**src/rtl/core/pcs_pkg.sv**
```systemverilog
`default_nettype none

package pcs_pkg;

	localparam int TIMER_WIDTH = 16;
	localparam int CFG_W = 16;
	localparam int CFG_INDEX_W = 2;
	localparam int CMP_W = (TIMER_WIDTH > CFG_W) ? TIMER_WIDTH : CFG_W;

	localparam logic [CFG_W-1:0] SETTLE_RESET = CFG_W'(10);
	localparam logic [CFG_W-1:0] REVERSE_RESET = CFG_W'(800);

	localparam logic [CFG_INDEX_W-1:0] CFG_SETTLE = CFG_INDEX_W'(0);
	localparam logic [CFG_INDEX_W-1:0] CFG_REVERSE = CFG_INDEX_W'(1);

	typedef enum logic [2:0] {
		PH_WAIT    = 3'd0,
		PH_ARM     = 3'd1,
		PH_RAISE   = 3'd2,
		PH_OPEN    = 3'd3,
		PH_REVERSE = 3'd4,
		PH_CLOSE   = 3'd5
	} phase_t;

	typedef enum logic [1:0] {
		MOTOR_STOP  = 2'd0,
		MOTOR_OPEN  = 2'd1,
		MOTOR_CLOSE = 2'd2
	} motor_t;

	typedef struct packed {
		logic [CFG_W-1:0] settle_ticks;
		logic [CFG_W-1:0] reverse_ticks;
	} cfg_t;

	typedef struct packed {
		logic manual_switch;
		logic start_button;
		logic close_button;
		logic open_button;
		logic closed_limit;
		logic open_limit;
		logic upper_limit;
		logic lower_limit;
	} in_t;

	typedef struct packed {
		logic       valve_on;
		logic [1:0] motor_dir;
		logic       lamp_on;
		logic [2:0] phase;
		logic       press_done;
		logic       manual_active;
	} res_t;

	typedef struct packed {
		logic adv;
	} flow_t;

endpackage

`default_nettype wire

```
**src/rtl/core/press_cycle_sequencer_core.sv**
```systemverilog
// press cycle sequencer
// input channel: in_valid/in_ready with one word per millisecond tick, carrying
//   the sampled switch, button and limit levels
// output channel: out_valid/out_ready, one result word per input word with the
//   valve, motor, lamp, phase, done pulse and manual flag after that tick
// config channel: cfg_valid/cfg_ready, cfg_index 0 settle ticks, 1 reverse
//   ticks; always ready, other indexes are dropped; write only while idle
// latency: result valid one cycle after the edge that takes the input word
// throughput: one word per cycle; the next-state logic sits between the input
//   register and the result register and updates phase, latches and timers
//   in the same cycle the result is loaded
// stall: while out_ready is low the result holds, one more word waits in the
//   input register, then in_ready drops
// reset: arst_n clears phase, valve, motor and both timers, loads the default
//   settle and reverse ticks and empties both registers
`default_nettype none

module press_cycle_sequencer_core (
	input  wire logic                            clk,
	input  wire logic                            arst_n,
	input  wire logic                            in_valid,
	output      logic                            in_ready,
	input  wire logic                            manual_switch,
	input  wire logic                            start_button,
	input  wire logic                            close_button,
	input  wire logic                            open_button,
	input  wire logic                            closed_limit,
	input  wire logic                            open_limit,
	input  wire logic                            upper_limit,
	input  wire logic                            lower_limit,
	output      logic                            out_valid,
	input  wire logic                            out_ready,
	output      logic                            valve_on,
	output      logic [1:0]                      motor_dir,
	output      logic                            lamp_on,
	output      logic [2:0]                      phase,
	output      logic                            press_done,
	output      logic                            manual_active,
	input  wire logic                            cfg_valid,
	output      logic                            cfg_ready,
	input  wire logic [pcs_pkg::CFG_INDEX_W-1:0] cfg_index,
	input  wire logic [pcs_pkg::CFG_W-1:0]       cfg_data
);
	import pcs_pkg::*;

	cfg_t  cfg;
	in_t   in_word;
	in_t   word_s1;
	flow_t flow;
	res_t  res;
	res_t  res_q;
	logic  out_busy;

	assign in_word.manual_switch = manual_switch;
	assign in_word.start_button = start_button;
	assign in_word.close_button = close_button;
	assign in_word.open_button = open_button;
	assign in_word.closed_limit = closed_limit;
	assign in_word.open_limit = open_limit;
	assign in_word.upper_limit = upper_limit;
	assign in_word.lower_limit = lower_limit;

	pcs_cfg_regs u_cfg (
		.clk       (clk),
		.arst_n    (arst_n),
		.cfg_valid (cfg_valid),
		.cfg_ready (cfg_ready),
		.cfg_index (cfg_index),
		.cfg_data  (cfg_data),
		.cfg       (cfg)
	);

	pcs_in_stage u_in (
		.clk      (clk),
		.arst_n   (arst_n),
		.in_valid (in_valid),
		.in_ready (in_ready),
		.in_word  (in_word),
		.out_busy (out_busy),
		.flow     (flow),
		.word_s1  (word_s1)
	);

	pcs_sequencer u_seq (
		.clk     (clk),
		.arst_n  (arst_n),
		.flow    (flow),
		.word_s1 (word_s1),
		.cfg     (cfg),
		.res     (res)
	);

	pcs_out_stage u_out (
		.clk       (clk),
		.arst_n    (arst_n),
		.adv       (flow.adv),
		.res       (res),
		.out_busy  (out_busy),
		.out_valid (out_valid),
		.out_ready (out_ready),
		.res_q     (res_q)
	);

	assign valve_on = res_q.valve_on;
	assign motor_dir = res_q.motor_dir;
	assign lamp_on = res_q.lamp_on;
	assign phase = res_q.phase;
	assign press_done = res_q.press_done;
	assign manual_active = res_q.manual_active;

endmodule

`default_nettype wire

```
**src/rtl/core/pcs_cfg_regs.sv**
```systemverilog
`default_nettype none

module pcs_cfg_regs (
	input  wire logic                            clk,
	input  wire logic                            arst_n,
	input  wire logic                            cfg_valid,
	output      logic                            cfg_ready,
	input  wire logic [pcs_pkg::CFG_INDEX_W-1:0] cfg_index,
	input  wire logic [pcs_pkg::CFG_W-1:0]       cfg_data,
	output      pcs_pkg::cfg_t                   cfg
);
	import pcs_pkg::*;

	cfg_t cfg_q;

	assign cfg_ready = 1'b1;
	assign cfg = cfg_q;

	always_ff @(posedge clk or negedge arst_n) begin
		if (!arst_n) begin
			cfg_q.settle_ticks <= SETTLE_RESET;
			cfg_q.reverse_ticks <= REVERSE_RESET;
		end else if (cfg_valid) begin
			if (cfg_index == CFG_SETTLE) begin
				cfg_q.settle_ticks <= cfg_data;
			end else if (cfg_index == CFG_REVERSE) begin
				cfg_q.reverse_ticks <= cfg_data;
			end
		end
	end

endmodule

`default_nettype wire

```
**src/rtl/core/pcs_in_stage.sv**
```systemverilog
`default_nettype none

module pcs_in_stage (
	input  wire logic           clk,
	input  wire logic           arst_n,
	input  wire logic           in_valid,
	output      logic           in_ready,
	input  wire pcs_pkg::in_t   in_word,
	input  wire logic           out_busy,
	output      pcs_pkg::flow_t flow,
	output      pcs_pkg::in_t   word_s1
);
	import pcs_pkg::*;

	logic valid_s1;
	logic adv;

	// a held word moves on when the result register is free or being emptied
	assign adv = valid_s1 && !out_busy;
	assign in_ready = !valid_s1 || adv;
	assign flow.adv = adv;

	always_ff @(posedge clk or negedge arst_n) begin
		if (!arst_n) begin
			valid_s1 <= 1'b0;
		end else if (in_ready) begin
			valid_s1 <= in_valid;
		end
	end

	always_ff @(posedge clk) begin
		if (in_valid && in_ready) begin
			word_s1 <= in_word;
		end
	end

endmodule

`default_nettype wire

```
**src/rtl/core/pcs_sequencer.sv**
```systemverilog
`default_nettype none

module pcs_sequencer (
	input  wire logic           clk,
	input  wire logic           arst_n,
	input  wire pcs_pkg::flow_t flow,
	input  wire pcs_pkg::in_t   word_s1,
	input  wire pcs_pkg::cfg_t  cfg,
	output      pcs_pkg::res_t  res
);
	import pcs_pkg::*;

	localparam logic [TIMER_WIDTH-1:0] TIMER_MAX = {TIMER_WIDTH{1'b1}};

	phase_t                 phase_q, phase_d;
	logic                   valve_q, valve_d;
	motor_t                 motor_q, motor_d;
	logic [TIMER_WIDTH-1:0] rev_q, rev_d, rev_inc;
	logic [TIMER_WIDTH-1:0] set_q, set_d, set_inc;
	logic                   settle_ok, reverse_ok;
	logic                   done;

	// timers step first and saturate
	assign rev_inc = (rev_q == TIMER_MAX) ? rev_q : rev_q + TIMER_WIDTH'(1);
	assign set_inc = (set_q == TIMER_MAX) ? set_q : set_q + TIMER_WIDTH'(1);
	assign settle_ok = CMP_W'(set_inc) >= CMP_W'(cfg.settle_ticks);
	assign reverse_ok = CMP_W'(rev_inc) >= CMP_W'(cfg.reverse_ticks);

	always_ff @(posedge clk or negedge arst_n) begin
		if (!arst_n) begin
			phase_q <= PH_WAIT;
			valve_q <= 1'b0;
			motor_q <= MOTOR_STOP;
			rev_q <= '0;
			set_q <= '0;
		end else if (flow.adv) begin
			phase_q <= phase_d;
			valve_q <= valve_d;
			motor_q <= motor_d;
			rev_q <= rev_d;
			set_q <= set_d;
		end
	end

	always_comb begin
		phase_d = phase_q;
		valve_d = valve_q;
		motor_d = motor_q;
		rev_d = rev_inc;
		set_d = set_inc;
		done = 1'b0;
		if (word_s1.manual_switch) begin
			valve_d = 1'b0;
			phase_d = PH_WAIT;
			if (word_s1.close_button && !word_s1.closed_limit) begin
				motor_d = MOTOR_CLOSE;
			end else if (word_s1.open_button && !word_s1.open_limit) begin
				motor_d = MOTOR_OPEN;
			end else begin
				motor_d = MOTOR_STOP;
			end
		end else begin
			case (phase_q)
				PH_WAIT: begin
					if (word_s1.closed_limit && word_s1.lower_limit && settle_ok) begin
						phase_d = PH_ARM;
					end
				end
				PH_ARM: begin
					if (word_s1.start_button) begin
						phase_d = PH_RAISE;
					end
				end
				PH_RAISE: begin
					valve_d = !word_s1.upper_limit;
					if (word_s1.upper_limit) begin
						phase_d = PH_OPEN;
					end
				end
				PH_OPEN: begin
					motor_d = MOTOR_OPEN;
					if (word_s1.open_limit || word_s1.lower_limit) begin
						motor_d = MOTOR_STOP;
						rev_d = '0;
						phase_d = PH_REVERSE;
					end
				end
				PH_REVERSE: begin
					if (word_s1.lower_limit && reverse_ok) begin
						motor_d = MOTOR_CLOSE;
						phase_d = PH_CLOSE;
					end
				end
				PH_CLOSE: begin
					if (word_s1.closed_limit) begin
						motor_d = MOTOR_STOP;
						phase_d = PH_WAIT;
						set_d = '0;
						done = 1'b1;
					end
				end
				default: begin
					phase_d = phase_q;
				end
			endcase
		end
		res.valve_on = valve_d;
		res.motor_dir = motor_d;
		res.lamp_on = (phase_d == PH_ARM);
		res.phase = phase_d;
		res.press_done = done;
		res.manual_active = word_s1.manual_switch;
	end

endmodule

`default_nettype wire

```
**src/rtl/core/pcs_out_stage.sv**
```systemverilog
`default_nettype none

module pcs_out_stage (
	input  wire logic           clk,
	input  wire logic           arst_n,
	input  wire logic           adv,
	input  wire pcs_pkg::res_t  res,
	output      logic           out_busy,
	output      logic           out_valid,
	input  wire logic           out_ready,
	output      pcs_pkg::res_t  res_q
);
	import pcs_pkg::*;

	logic out_valid_q;

	assign out_valid = out_valid_q;
	assign out_busy = out_valid_q && !out_ready;

	always_ff @(posedge clk or negedge arst_n) begin
		if (!arst_n) begin
			out_valid_q <= 1'b0;
		end else if (adv) begin
			out_valid_q <= 1'b1;
		end else if (out_ready) begin
			out_valid_q <= 1'b0;
		end
	end

	always_ff @(posedge clk) begin
		if (adv) begin
			res_q <= res;
		end
	end

endmodule

`default_nettype wire

```
**config.mk**
```make
export PLATFORM = sky130hd
export DESIGN_NAME = press_cycle_sequencer_core
export DESIGN_NICKNAME = d
export VERILOG_FILES = /design/src/rtl/core/pcs_pkg.sv /design/src/rtl/core/press_cycle_sequencer_core.sv /design/src/rtl/core/pcs_cfg_regs.sv /design/src/rtl/core/pcs_in_stage.sv /design/src/rtl/core/pcs_sequencer.sv /design/src/rtl/core/pcs_out_stage.sv
export SDC_FILE = /design/constraint.sdc
export NUM_CORES = 1
export LEC_CHECK = 0
export BUFFER_PORTS_ARGS = -buffer_cell sky130_fd_sc_hd__buf_2
export CORE_MARGIN = 2
export CORE_UTILIZATION = 55
export CTS_CLUSTER_DIAMETER = 30
export DETAILED_ROUTE_END_ITERATION = 10
export PLACE_DENSITY = 0.88
export REMOVE_ABC_BUFFERS = 1
export SLEW_MARGIN = 5
export SYNTH_ARGS = -nofsm -noshare
export SYNTH_HDL_FRONTEND = slang
export SYNTH_HIERARCHICAL = 1
export SYNTH_SLANG_ARGS = --single-unit
```
**constraint.sdc**
```tcl
create_clock -name clk -period 2.9 [get_ports clk]
set_input_delay 0.58 -clock clk [delete_from_list [all_inputs] [get_ports clk]]
set_output_delay 0.58 -clock clk [all_outputs]
set_load 0.01 [all_outputs]
```
==> results.ini <==
[detailed_routing]
viasPerCell=6.41
wl_per_cell_um=20.7
first_iter_violations=507
drtAntennaViolNets=0
route.detailed.drc=0
dr.pass1.iters=7
wl_um=16000
num_vias=4949

[layout]
multi_input_area_um2=2900
stdcell_area_um2=6630
fill_cells=600
drive_gt1_frac=0.373
antenna_cells=0
seq_area_um2=2320
area_growth_pct=25.6
final_net_count=703

[timing]
fin_crit_sh=1.17
grt_setup_unrepaired=yes
drv_slew=0
setup_ws_ns=-0.490
clock.fmax_mhz=295
setup_viol=7
min_period_ns=3.39
worstMarginPinSlew_ns=0.926
fin_setup_tns_ns=-2.59
finalHoldViolations=0
hold_slack_ns=0.243
fin_skew_ns=0.0117
slew-limit-headroom=0.382

[yosys]
ys_ff_latch=89
ys.flop_type=dfrtp_1
syn_avg_cell_area_um2=10.1
yosysSeqAreaShare=0.439
yosys_warnings=6
async_flop_share=0.809
ys_top_cells_by_area=dfrtp_1 (32%), edfxtp_1 (9.7%), mux2_2 (8.3%)
yosysUniqueCellTypes=67
synthCells=521
synth_area_um2=5280
synth_top_area_frac=0.317
synth_edf_count=17
yosys.area.top_type=dfrtp_1

[placed_design]
dp_hpwl_um=9920
dpl_cell_area_um2=6160
gp_congestion=0.963
io_buffers=41

[floorplan]
die_h_um=102
dieWidth_um=102
std_cell_rows=35
die_area_um2=10400
pin_count=43
core_area_um2=9280
start_util=0.569

[global_route]
overflow=0
grt_max_degree=45
antenna_found_initial=0
grt_pass1_wl_um=24700
grt_pass1_vias=5042
track_usage=0.311

[worst_setup_path]
path_common_cell=nand4_1
worstReg2RegEnd=u_out/res_q[5]
cp_data_required_time_ns=3.14
rr_worst_depth=12
cp_data_arrival_time_ns=3.63
critPathMaxStageDelay_ns=0.50
startpoint=u_seq/rev_q[9]
crit_path_end=u_out/res_q[5]
reg2reg_slack_ns=-0.49
critPathTopFamily=simple AND/OR/NAND/NOR gates
r2r-start=u_seq/rev_q[9]
cp.depth=12
startpoint_type=flip-flop
path_buf_inv=1
cp_max_fo=4
critical_path_class=reg -> reg
slowest_stage=or4b_4
crit_chain=nand4_1 -> buf_6 -> nor4_4 -> xnor2_1 -> nand2_1 -> ha_1 -> nand4_1 -> nor3_2 -> or4b_4 -> a31o_4 -> a31oi_4 -> and3_1
cp-end-kind=flip-flop

[hold_path]
hp-class=in -> async

[clocking]
clk_latency_ns=0.36
cts.sinks=89
numCtsBuffers=9
clock_path_buffers=2
cts.clk_slew.worst_paths_ns=0.10
cts_hold_buf=0
cts_tree=built
htreeDepth=3
root_buffer=clkbuf_8

[run_status]
violations=setup timing
status=complete, but fails checks

[run]
cap_violations=0

[power]
ir_worst_vdd_mv=0.339
pwr_density_cell_nw_per_um2=548
power_leakage_nw=3.14

## synth_stat cells (all sizes together), types with 14 or more instances
master	count
dfrtp	67
edfxtp	17
nand2	51
mux2	40
ha	34
o21ai	41
nand3	14
nor2	15
xnor2	14
a21oi	31
inv	39
## flip-flops by register name, indices dropped and copies added, names as in the netlist
register	flops
u_cfg/cfg	32
u_seq/rev_q	16
u_seq/set_q	16
u_out/res_q	9
u_in/word_s1	8
u_seq/phase_q	3
u_seq/motor_q	2
u_in/valid_s1	1
u_out/out_valid	1
u_seq/valve_q	1
## per-layer routing
layer  track usage  part of all wire  vias up
met5             0                 0        -
met4         0.212             0.069        0
met3        0.0691             0.087      118
met2         0.503              0.47      358
met1         0.371              0.37     2367
li1              -                 -     2106
## cells by family (layout without fill, tap and decap cells)
kind of cell    Yosys count  after routing  synth area share
flops                    89             89             0.439
mux                      43             43            0.0910
other cells               1              1          0.000710
fa+ha+maj                34             34            0.0806
simple gates            138            138             0.140
compound gates          130            130             0.158
xor+xnor                 21             21            0.0348
buf+inv                  65            187            0.0554
## cell usage in the layout, fill, tap and decap left out, types with 6 or more instances in the layout
cell type,Yosys,layout
a21oi_1,30,27
a22o_1,8,8
and3_1,11,8
buf_2,6,41
buf_4,6,88
clkbuf_8,1,9
dfrtp_1,67,67
edfxtp_1,17,17
ha_1,34,32
inv_1,39,39
mux2_2,39,39
nand2_1,51,48
nand2b_1,6,6
nand3_1,14,12
nand4_1,8,8
nor2_1,15,13
o21a_1,7,7
o21ai_0,40,38
o31ai_1,13,12
xnor2_1,14,14
xor2_1,7,6
## area by class of cell
type / count / area share
timing repair buffer: 132 / 0.137
clock buffer: 10 / 0.0192
clock inverter: 6 / 0.0111
inverter: 39 / 0.0221
tap: 129 / 0.0243
multi-input combinational: 367 / 0.437
sequential: 89 / 0.350
## worst min path at each step
| stage | from | to | slack [ns] | cells past startpoint |
|---|---|---|---|---|
| after detailed placement | u_seq/valve_q | u_seq/valve_q | 0.49 | 1 |
| after global placement | u_cfg/cfg[2] | u_cfg/cfg[2] | 0.49 | 1 |
| after global routing | arst_n | u_seq/rev_q[5] | 0.29 | 1 |
| after CTS | arst_n | u_cfg/cfg[11] | 0.26 | 1 |
| after floorplan | arst_n | u_cfg/cfg[0] | 0.28 | 0 |
| final | arst_n | u_seq/rev_q[6] | 0.24 | 1 |
## metrics by stage
stage / utilization / power, mW / worst slack, ns / std cells
5_1_grt: 0.714 / 3.79 / -0.615 / 772
4_1_cts: 0.705 / 3.54 / -0.299 / 770
3_3_place_gp: 0.664 / 2.46 / -0.290 / 751
2_1_floorplan: - / 2.12 / -0.500 / 495
3_5_place_dp: 0.664 / 2.56 / -0.488 / 751
6_report: 0.714 / 3.64 / -0.490 / 772
## power breakdown
group          internal (mW)  switching (mW)
sequential              1.46           0.113
combinational          0.523           0.646
clock                  0.412           0.486
total                   2.39            1.24
## what timing repair did
item	4_1_cts	5_1_grt
buffers inserted	3	2
resized for setup	37	13
endpoints found under the setup margin	7	7
pin swaps	14	5
No activity file was read; power rests on OpenSTA's default activity.
